`src/rtl/lr_pkg.sv`:
```
// Shared types and constants of the line rasterizer.
`timescale 1ns / 1ps

package lr_pkg;

	localparam int COORD_BITS = 12;
	localparam int ADDR_BITS  = 33;
	localparam int COLOR_BITS = 32;
	localparam int FRAME_BITS = 13;
	localparam int PITCH_BITS = 15;
	localparam int BASE_BITS  = 32;
	localparam int CFG_INDEX_BITS = 2;
	localparam int CFG_DATA_BITS  = 32;

	// Command codes.
	localparam logic CMD_START = 1'b0;
	localparam logic CMD_STEP  = 1'b1;

	// Configuration register indexes.
	localparam logic [CFG_INDEX_BITS-1:0] REG_FRAME_WIDTH  = 2'd0;
	localparam logic [CFG_INDEX_BITS-1:0] REG_FRAME_HEIGHT = 2'd1;
	localparam logic [CFG_INDEX_BITS-1:0] REG_ROW_PITCH    = 2'd2;
	localparam logic [CFG_INDEX_BITS-1:0] REG_FRAME_BASE   = 2'd3;

	localparam logic [FRAME_BITS-1:0] FRAME_WIDTH_RESET  = 13'd640;
	localparam logic [FRAME_BITS-1:0] FRAME_HEIGHT_RESET = 13'd480;
	localparam logic [PITCH_BITS-1:0] ROW_PITCH_RESET    = 15'd2560;
	localparam logic [BASE_BITS-1:0]  FRAME_BASE_RESET   = 32'd0;

	typedef struct packed {
		logic                         command;
		logic signed [COORD_BITS-1:0] x_start;
		logic signed [COORD_BITS-1:0] y_start;
		logic signed [COORD_BITS-1:0] x_end;
		logic signed [COORD_BITS-1:0] y_end;
		logic [COLOR_BITS-1:0]        line_color;
	} lr_cmd_t;

	typedef struct packed {
		logic signed [COORD_BITS-1:0] pixel_x;
		logic signed [COORD_BITS-1:0] pixel_y;
		logic [ADDR_BITS-1:0]         pixel_address;
		logic [COLOR_BITS-1:0]        pixel_value;
		logic                         visible;
		logic                         last;
	} lr_pix_t;

endpackage

```
`src/rtl/line_rasterizer.sv`:
```
// Bresenham line engine: command decode, line walk and pixel address stage.
//
//  channel | direction | handshake             | payload
//  --------+-----------+-----------------------+--------------------------
//  cmd     | in        | cmd_valid / cmd_ready | lr_cmd_t (start or step)
//  pix     | out       | pix_valid / pix_ready | lr_pix_t (one pixel)
//  cfg     | in        | cfg_valid / cfg_ready | cfg_index, cfg_data
//
// One request is taken per cycle while cmd_ready is high; each pixel passes
// through the walk register, then the address multiply-add into the output register.
// A step request while no line is active gives no pixel. Reset clears the
// active flag and the pipeline valid bits, and loads the frame registers.
// When the output stalls, the walk register holds and cmd_ready drops only
// once both registers are full. cfg_ready is always high.
`timescale 1ns / 1ps

module line_rasterizer (
	input  logic                                  clk,
	input  logic                                  arst_n,
	input  logic                                  cmd_valid,
	output logic                                  cmd_ready,
	input  lr_pkg::lr_cmd_t                       cmd,
	output logic                                  pix_valid,
	input  logic                                  pix_ready,
	output lr_pkg::lr_pix_t                       pix,
	input  logic                                  cfg_valid,
	output logic                                  cfg_ready,
	input  logic [lr_pkg::CFG_INDEX_BITS-1:0]     cfg_index,
	input  logic [lr_pkg::CFG_DATA_BITS-1:0]      cfg_data
);
	import lr_pkg::*;

	localparam int DELTA_BITS = COORD_BITS + 1;
	localparam int INC_BITS   = COORD_BITS + 2;
	localparam int DEC_BITS   = COORD_BITS + 3;
	localparam int YP_BITS    = COORD_BITS + PITCH_BITS + 1;
	localparam int X4_BITS    = COORD_BITS + 2;

	// Configuration registers.
	logic [FRAME_BITS-1:0] frame_width_q;
	logic [FRAME_BITS-1:0] frame_height_q;
	logic [PITCH_BITS-1:0] row_pitch_q;
	logic [BASE_BITS-1:0]  frame_base_q;

	assign cfg_ready = 1'b1;

	always_ff @(posedge clk or negedge arst_n) begin
		if (!arst_n) begin
			frame_width_q  <= FRAME_WIDTH_RESET;
			frame_height_q <= FRAME_HEIGHT_RESET;
			row_pitch_q    <= ROW_PITCH_RESET;
			frame_base_q   <= FRAME_BASE_RESET;
		end else if (cfg_valid && cfg_ready) begin
			unique case (cfg_index)
				REG_FRAME_WIDTH:  frame_width_q  <= cfg_data[FRAME_BITS-1:0];
				REG_FRAME_HEIGHT: frame_height_q <= cfg_data[FRAME_BITS-1:0];
				REG_ROW_PITCH:    row_pitch_q    <= cfg_data[PITCH_BITS-1:0];
				REG_FRAME_BASE:   frame_base_q   <= cfg_data[BASE_BITS-1:0];
			endcase
		end
	end

	// Line walk state.
	logic signed [COORD_BITS-1:0] cur_x_q, cur_y_q, major_end_q;
	logic signed [DEC_BITS-1:0]   decision_q, diagonal_q;
	logic [INC_BITS-1:0]          straight_q;
	logic                         x_major_q, minor_down_q, active_q;
	logic [COLOR_BITS-1:0]        color_q;

	// Pipeline registers.
	logic                         valid_s1;
	logic signed [COORD_BITS-1:0] x_s1, y_s1;
	logic [COLOR_BITS-1:0]        color_s1;
	logic                         last_s1;
	logic                         pix_valid_q;
	lr_pix_t                      pix_q;

	logic out_free, s1_free, accept, is_start, produce;

	assign out_free  = !pix_valid_q || pix_ready;
	assign s1_free   = !valid_s1 || out_free;
	assign cmd_ready = s1_free;
	assign accept    = cmd_valid && cmd_ready;
	assign is_start  = (cmd.command == CMD_START);
	assign produce   = accept && (is_start || active_q);

	// Start decode.
	logic signed [DELTA_BITS-1:0] dx_s, dy_s;
	logic [DELTA_BITS-1:0]        dx_abs, dy_abs, maj_d, min_d;
	logic                         st_x_major, st_swap, st_minor_down, st_last;
	logic signed [COORD_BITS-1:0] near_x, near_y, far_x, far_y, st_major_end;
	logic signed [DEC_BITS-1:0]   st_decision, st_diagonal;
	logic [INC_BITS-1:0]          st_straight;

	always_comb begin
		dx_s = $signed({cmd.x_end[COORD_BITS-1], cmd.x_end})
			- $signed({cmd.x_start[COORD_BITS-1], cmd.x_start});
		dy_s = $signed({cmd.y_end[COORD_BITS-1], cmd.y_end})
			- $signed({cmd.y_start[COORD_BITS-1], cmd.y_start});
		dx_abs = dx_s[DELTA_BITS-1] ? DELTA_BITS'(-dx_s) : DELTA_BITS'(dx_s);
		dy_abs = dy_s[DELTA_BITS-1] ? DELTA_BITS'(-dy_s) : DELTA_BITS'(dy_s);
		// Ties between the axes go to x.
		st_x_major = (dy_abs <= dx_abs);
		maj_d = st_x_major ? dx_abs : dy_abs;
		min_d = st_x_major ? dy_abs : dx_abs;
		st_swap = st_x_major ? (cmd.x_start > cmd.x_end) : (cmd.y_start > cmd.y_end);
		near_x = st_swap ? cmd.x_end : cmd.x_start;
		near_y = st_swap ? cmd.y_end : cmd.y_start;
		far_x  = st_swap ? cmd.x_start : cmd.x_end;
		far_y  = st_swap ? cmd.y_start : cmd.y_end;
		st_major_end  = st_x_major ? far_x : far_y;
		st_minor_down = st_x_major ? (far_y < near_y) : (far_x < near_x);
		st_last       = st_x_major ? (near_x == far_x) : (near_y == far_y);
		st_decision = $signed(DEC_BITS'({min_d, 1'b0}) - DEC_BITS'(maj_d));
		st_straight = INC_BITS'({min_d, 1'b0});
		st_diagonal = $signed(DEC_BITS'({min_d, 1'b0}) - DEC_BITS'({maj_d, 1'b0}));
	end

	// One step of the walk.
	logic signed [COORD_BITS-1:0] maj_cur, min_cur, maj_next, min_next, step_x, step_y;
	logic signed [DEC_BITS-1:0]   step_decision;
	logic                         dec_neg, step_last;

	always_comb begin
		maj_cur  = x_major_q ? cur_x_q : cur_y_q;
		min_cur  = x_major_q ? cur_y_q : cur_x_q;
		dec_neg  = decision_q[DEC_BITS-1];
		maj_next = maj_cur + COORD_BITS'(1);
		if (dec_neg) begin
			min_next      = min_cur;
			step_decision = decision_q + $signed(DEC_BITS'(straight_q));
		end else begin
			min_next      = minor_down_q ? (min_cur - COORD_BITS'(1))
				: (min_cur + COORD_BITS'(1));
			step_decision = decision_q + diagonal_q;
		end
		step_x    = x_major_q ? maj_next : min_next;
		step_y    = x_major_q ? min_next : maj_next;
		step_last = (maj_next == major_end_q);
	end

	always_ff @(posedge clk or negedge arst_n) begin
		if (!arst_n) begin
			active_q <= 1'b0;
		end else if (accept) begin
			if (is_start) begin
				active_q <= !st_last;
			end else if (active_q) begin
				active_q <= !step_last;
			end
		end
	end

	always_ff @(posedge clk) begin
		if (accept) begin
			if (is_start) begin
				cur_x_q      <= near_x;
				cur_y_q      <= near_y;
				major_end_q  <= st_major_end;
				decision_q   <= st_decision;
				straight_q   <= st_straight;
				diagonal_q   <= st_diagonal;
				x_major_q    <= st_x_major;
				minor_down_q <= st_minor_down;
				color_q      <= cmd.line_color;
			end else if (active_q) begin
				cur_x_q    <= step_x;
				cur_y_q    <= step_y;
				decision_q <= step_decision;
			end
		end
	end

	// Walk register: the pixel just produced.
	always_ff @(posedge clk or negedge arst_n) begin
		if (!arst_n) begin
			valid_s1 <= 1'b0;
		end else if (s1_free) begin
			valid_s1 <= produce;
		end
	end

	always_ff @(posedge clk) begin
		if (produce) begin
			x_s1     <= is_start ? near_x : step_x;
			y_s1     <= is_start ? near_y : step_y;
			color_s1 <= is_start ? cmd.line_color : color_q;
			last_s1  <= is_start ? st_last : step_last;
		end
	end

	// Address and clip. The address wraps modulo the address width.
	logic signed [YP_BITS-1:0] y_pitch;
	logic signed [X4_BITS-1:0] x4;
	logic [ADDR_BITS-1:0]      address;
	logic                      in_frame;

	always_comb begin
		y_pitch = y_s1 * $signed({1'b0, row_pitch_q});
		x4      = {x_s1, 2'b00};
		address = ADDR_BITS'(frame_base_q)
			+ {{(ADDR_BITS-YP_BITS){y_pitch[YP_BITS-1]}}, y_pitch}
			+ {{(ADDR_BITS-X4_BITS){x4[X4_BITS-1]}}, x4};
		in_frame = !x_s1[COORD_BITS-1] && !y_s1[COORD_BITS-1]
			&& ($unsigned(x_s1) < frame_width_q)
			&& ($unsigned(y_s1) < frame_height_q);
	end

	always_ff @(posedge clk or negedge arst_n) begin
		if (!arst_n) begin
			pix_valid_q <= 1'b0;
		end else if (out_free) begin
			pix_valid_q <= valid_s1;
		end
	end

	always_ff @(posedge clk) begin
		if (out_free && valid_s1) begin
			pix_q.pixel_x       <= x_s1;
			pix_q.pixel_y       <= y_s1;
			pix_q.pixel_address <= address;
			pix_q.pixel_value   <= color_s1;
			pix_q.visible       <= in_frame;
			pix_q.last          <= last_s1;
		end
	end

	assign pix_valid = pix_valid_q;
	assign pix       = pix_q;

	// A step request with no active line must not create a pixel.
	a_idle_step: assert property (@(posedge clk) disable iff (!arst_n)
		(accept && !is_start && !active_q) |=> !valid_s1)
		else $error("step while idle produced a pixel");

	// A start request always produces its first pixel.
	a_start_pixel: assert property (@(posedge clk) disable iff (!arst_n)
		(accept && is_start) |=> valid_s1)
		else $error("start request produced no pixel");

	// The held pixel is last exactly when the line has gone idle.
	a_last_active: assert property (@(posedge clk) disable iff (!arst_n)
		valid_s1 |-> (last_s1 == !active_q))
		else $error("last flag and active state disagree");

	// Requests are refused only when both registers are full and stalled.
	a_ready_stall: assert property (@(posedge clk) disable iff (!arst_n)
		!cmd_ready |-> (valid_s1 && pix_valid_q && !pix_ready))
		else $error("request refused without a full pipeline");

endmodule
```
`config.mk`:
```
export PLATFORM = sky130hd
export DESIGN_NAME = line_rasterizer
export DESIGN_NICKNAME = d
export VERILOG_FILES = /design/src/rtl/lr_pkg.sv /design/src/rtl/line_rasterizer.sv
export SDC_FILE = /design/constraint.sdc
export NUM_CORES = 1
export LEC_CHECK = 0
export ABC_AREA = 1
export BUFFER_PORTS_ARGS = -buffer_cell sky130_fd_sc_hd__buf_2
export CAP_MARGIN = 20
export CORE_AREA = 2 2 221 223
export CTS_CLUSTER_SIZE = 40
export DETAILED_ROUTE_END_ITERATION = 10
export DIE_AREA = 0 0 223 225
export PLACE_DENSITY = 0.83
export SLEW_MARGIN = 40
export SYNTH_ARGS = -nofsm -noshare
export SYNTH_HDL_FRONTEND = slang
export SYNTH_SLANG_ARGS = --single-unit
export TNS_END_PERCENT = 20
```
`constraint.sdc`:
```
create_clock -name clk -period 7.4 [get_ports clk]
set_clock_uncertainty 0.05 [all_clocks]
set_input_delay 1.85 -clock clk [delete_from_list [all_inputs] [get_ports clk]]
set_output_delay 1.85 -clock clk [all_outputs]
set_load 0.02 [all_outputs]
```
Yosys cells after proc, flatten, opt, wreduce, memory -nomap -nowiden
Index checks and enable logic that the tools add are counted.

word-level totals
  register bits after elaboration = 337
  memory bits (read-only) = 0
  bits of input ports = 120
  RAM bits = 0
  latch bits = 0
  output and inout port bits = 94
  memories kept = 0

operators by class
  order comparisons = 7
  eq/ne operators = 7
  div/mod/pow operators = 0
  add/subtract/negate cells = 13
  mux-type cells = 31
  reductions and logical operators = 22
  $mul = 1
  bitwise operators = 1
  shift operators = 0

operators by type and width
  kind                                                                  count
  12-bit two-way mux                                                    17
  13-bit two-way mux                                                    4
  15-bit two-way mux                                                    3
  12-bit equality test                                                  3
  32-bit by 33-bit adder with 33-bit output                             1
  33-bit adder                                                          1
  32-bit two-way mux                                                    1
  15-bit adder                                                          2
  12-bit by 16-bit multiplier with 28-bit output                        1
  12-bit by 13-bit < comparator with 1-bit output                       2
  13-bit negator                                                        2
  12-bit by 12-bit subtractor with 13-bit output                        2
  12-bit by 2-bit adder with 12-bit output, second input constant       2
  12-bit greater-than comparator                                        2
  12-bit < comparator                                                   2
  14-bit by 13-bit subtractor with 15-bit output                        1
  14-bit by 14-bit subtractor with 15-bit output                        1
  13-bit less-or-equal comparator                                       1
  2-bit AND reduction                                                   6
  12-bit by 2-bit subtractor with 12-bit output, second input constant  1
  1-bit logical AND                                                     6
  1-bit logical NOT                                                     6
  1-bit two-way mux                                                     6
  2-bit equality test, second input constant                            2
  5 further kinds                                                       7

Depth between registers and ports, before layout
  depth after elaboration = 10
  depth in mapped cells = 45

Worst setup path before layout
OpenSTA, ideal clock, no wires.

  kind = register to register
  from = register, netlist name cur_y_q[5]
  to = register pix_q, in the netlist pix[66] (data pin)
  clock period less this slack = 7.398 ns
  required time = 7.093 ns
  stages on the path, launching flop included = 29
  data arrival time = 7.091 ns
  library setup time = 0.257 ns
  slack = 0.002 ns
  path through = edfxtp_1 clkbuf_1 clkbuf_1 nand2_1 fa_1 fa_1 fa_1 inv_1 fa_1 fa_1 ha_1 a21oi_1 inv_1 a31oi_1 o21ai_0 a21oi_1 o21ai_0 a21boi_0 o21ai_0 a21oi_1 xnor2_1 fa_1 ha_1 a21oi_1 o21ai_0 a221o_1 a21oi_1 nand2_1 xor2_1

RTL lines
  item              line                   source
  end: declaration  line_rasterizer.sv:76  lr_pix_t pix_q;

==> flow_metrics.py <==
metrics = {
    "min_path": {
        "hold_path_depth": 0,
        "hp-start": "color_s1[17]",
        "hold_class": "flip-flop to flip-flop",
    },
    "placed_design": {
        "dp_cells": 4118,
        "place_ws_ns": -0.222,
        "place.gp.congestion": 0.979,
        "place_hpwl_um": 56700,
        "io_buffers": 212,
    },
    "synthesis": {
        "ys_top_cells_by_count": "nand2_1, inv_1, edfxtp_1, ha_1, o21ai_0",
        "synth_most_common_cell": "nand2_1",
        "postSynthRegisterBits": 311,
        "ys_seq_area_share_pct": 33.8,
        "syn_nets": 3745,
        "ys_async_sr_fraction_pct": 24.4,
        "ys_types": 60,
        "netlist.area_leader.share_pct": 26.6,
        "synthCells": 3242,
        "ys_warn_count": 0,
        "synth-edff-count": 235,
        "synth.area.top_cells": "edfxtp_1, nand2_1, fa_1",
        "syn_area_per_cell_sq_um": 8.19,
        "synth_area_sq_um": 26600,
        "ys.flop_type": "edfxtp_1",
        "yosys.area.top_type": "edfxtp_1",
    },
    "layout": {
        "drive_above_1_share_pct": 16.0,
        "syn_to_final_growth_pct": 16.4,
        "stdcell_count": 4203,
        "fin_nets": 4065,
        "antennaDiodeCount": 0,
    },
    "floorplan": {
        "num_io_pins": 214,
        "rows": 80,
        "coreArea_sq_um": 47500,
        "die_area_sq_um": 50200,
        "initial_utilization_pct": 55.9,
        "dieWidth_um": 223,
        "die_y_um": 225,
    },
    "sta": {
        "setup_viol": 0,
        "final.period_utilization_pct": 98.8,
        "worst_slack_ns": 0.0883,
        "tightest_slew_ns": 0.693,
        "fmax_ghz": 0.137,
        "fin_crit_ns": 7.31,
        "max-slew-margin-rel_pct": 53.7,
        "hold_violations": 0,
        "finalSetupTns_ns": 0,
        "rsz0062_at_grt": "yes",
        "drv_slew": 0,
    },
    "critical_path": {
        "cp_num_cells": 27,
        "cp.arrival_ns": 7.56,
        "crit_start": "cur_y_q[7]",
        "path_common_cell": "fa_1",
        "crit_slowest_cell": "fa_1",
        "r2r-start": "cur_y_q[7]",
        "worstSetupEndpointType": "flip-flop",
        "reg2reg_depth": 27,
        "critical-path-top-delay-family": "adder cells",
        "cp_data_required_time_ns": 7.64,
        "worstSetupStartpointType": "flip-flop",
        "cp_max_fo": 8,
        "critPathMaxStageDelay_ns": 0.54,
        "path_buf_inv": 4,
        "crit_type": "flip-flop to flip-flop",
    },
    "cts": {
        "clk_latency_ns": 0.55,
        "clock_sinks": 311,
        "postCtsHoldBufs": 0,
        "clockBufferDepth": 3,
        "ctsHtreeMaxLevel": 2,
        "cts_root_buf": "clkbuf_16",
        "cts_tree": "done",
        "cts_buffers": 35,
        "clkTransAtPathRegs_ns": 0.07,
    },
    "detailed_routing": {
        "wire_per_inst_um": 17.6,
        "firstDrtPassIters": 6,
        "num_vias": 23219,
        "drt-initial-drc-count": 1980,
        "routed_via_density": 5.52,
        "ant_nets": 0,
        "drc": 0,
        "drt-total-wl_um": 74100,
    },
    "global_routing": {
        "use_met3_pct": 5.35,
        "grt_pass1_vias": 22867,
        "grt_max_degree": 89,
        "antenna_found_initial": 1,
        "track_usage_pct": 29.1,
        "grt_pass1_wl_um": 116000,
        "grt_overflow_total": 0,
        "globalRouteMet2Util_pct": 49.7,
        "grt.busiest_layer": "met2",
        "grtUsageMet1_pct": 36.7,
    },
    "job": {
        "maxCapViolCount": 0,
    },
    "status": {
        "status": "finished, final reports clean",
    },
}
registers in the layout, indices dropped and copies added, names as in the netlist, 12 cells and up:
register and cells:
cur_y_q 12, pix 91, decision_q 14, color_q 32, color_s1 32, frame_height_q 13
cur_x_q 12, frame_width_q 13, major_end_q 12, straight_q 13, row_pitch_q 15, frame_base_q 32
diagonal_q 14
placed cells by master, fill, tap and decap left out, types with 32 or more instances in the layout:
master,netlist,layout
nand3_1,127,124
fa_1,168,166
buf_4,8,156
a21oi_1,147,133
o21ai_0,201,187
nand2_1,974,968
o21ai_1,22,32
edfxtp_1,235,235
nor2_1,127,122
ha_1,215,206
dfrtp_1,68,64
inv_1,548,542
xnor2_1,44,41
clkbuf_16,0,36
buf_2,8,211
xor2_1,59,56
path summary, 6_finish.rpt:
check | to | slack [ns]
max in group asynchronous | frame_base_q[27] | 5.06
max reg2reg | pix[62] | 0.09
min | pix[19] | 0.36
max | pix[62] | 0.09
min reg2reg | pix[19] | 0.36
min in group asynchronous | frame_base_q[25] | 1.20
routing by layer:
layer  up-vias  wire length, um
met4         2             3470
met2       968            35500
li1      11002                -
met5         -               13
met3       238             6060
met1     11009            29000
cell type report:
cell class,instances,area [sq um]
well taps,615,769
clock inverters,19,244
repair buffers,384,2520
inverters,554,2080
fillers,3701,16600
clock buffers,44,961
multi-input cells,2276,15400
flip-flops and latches,311,8970
logic make-up (layout without fill, tap and decap cells):
kind of cell | count (synthesis) | count (layout) | share of synthesized area [%]
multiplexers | 19 | 19 | 0.782
AO/OA/AOI/OAI | 453 | 453 | 9.31
XOR/XNOR | 104 | 104 | 3.46
buffers and inverters | 655 | 1001 | 9.63
flip-flops | 311 | 311 | 33.8
AND/OR/NAND/NOR | 1316 | 1316 | 20.3
adder cells (fa/ha/maj) | 383 | 383 | 22.8
other | 1 | 1 | 0.0141
timing repair:
action / 4_1_cts / 5_1_grt
pin swaps: 5 / 37
buffers inserted: 8 / 14
gates resized for setup: 13 / 76
setup endpoints to repair: 10 / 19
metrics by stage:
step | hold slack (ns) | cell area, sq um | utilization [%]
6_report | 0.360 | 30900 | 65.0
5_1_grt | 0.362 | 30900 | 65.0
4_1_cts | 0.354 | 30500 | 64.2
3_5_place_dp | 0.355 | 29200 | 61.5
3_3_place_gp | 0.350 | 29100 | 61.3
2_1_floorplan | 0.350 | 26600 | -
worst reg2reg max path: stages (launching register included):
cell,delay (ns)
edfxtp_1,0.43
buf_4,0.24
nand2_1,0.13
fa_1,0.51
fa_1,0.54
fa_1,0.49
inv_1,0.05
fa_1,0.50
fa_1,0.49
ha_1,0.32
a21oi_1,0.15
inv_1,0.08
a31oi_4,0.16
o21ai_1,0.12
a21oi_2,0.16
o21ai_1,0.10
a21boi_1,0.25
o21ai_2,0.10
a21oi_2,0.22
xnor2_2,0.16
fa_1,0.47
ha_1,0.37
buf_4,0.18
nand4_1,0.17
nor2_2,0.07
a211oi_1,0.25
o21ai_1,0.13
xor2_1,0.18
Power is not shown: default switching activity piles up to over one toggle a cycle in this logic, so the estimate is an artifact.
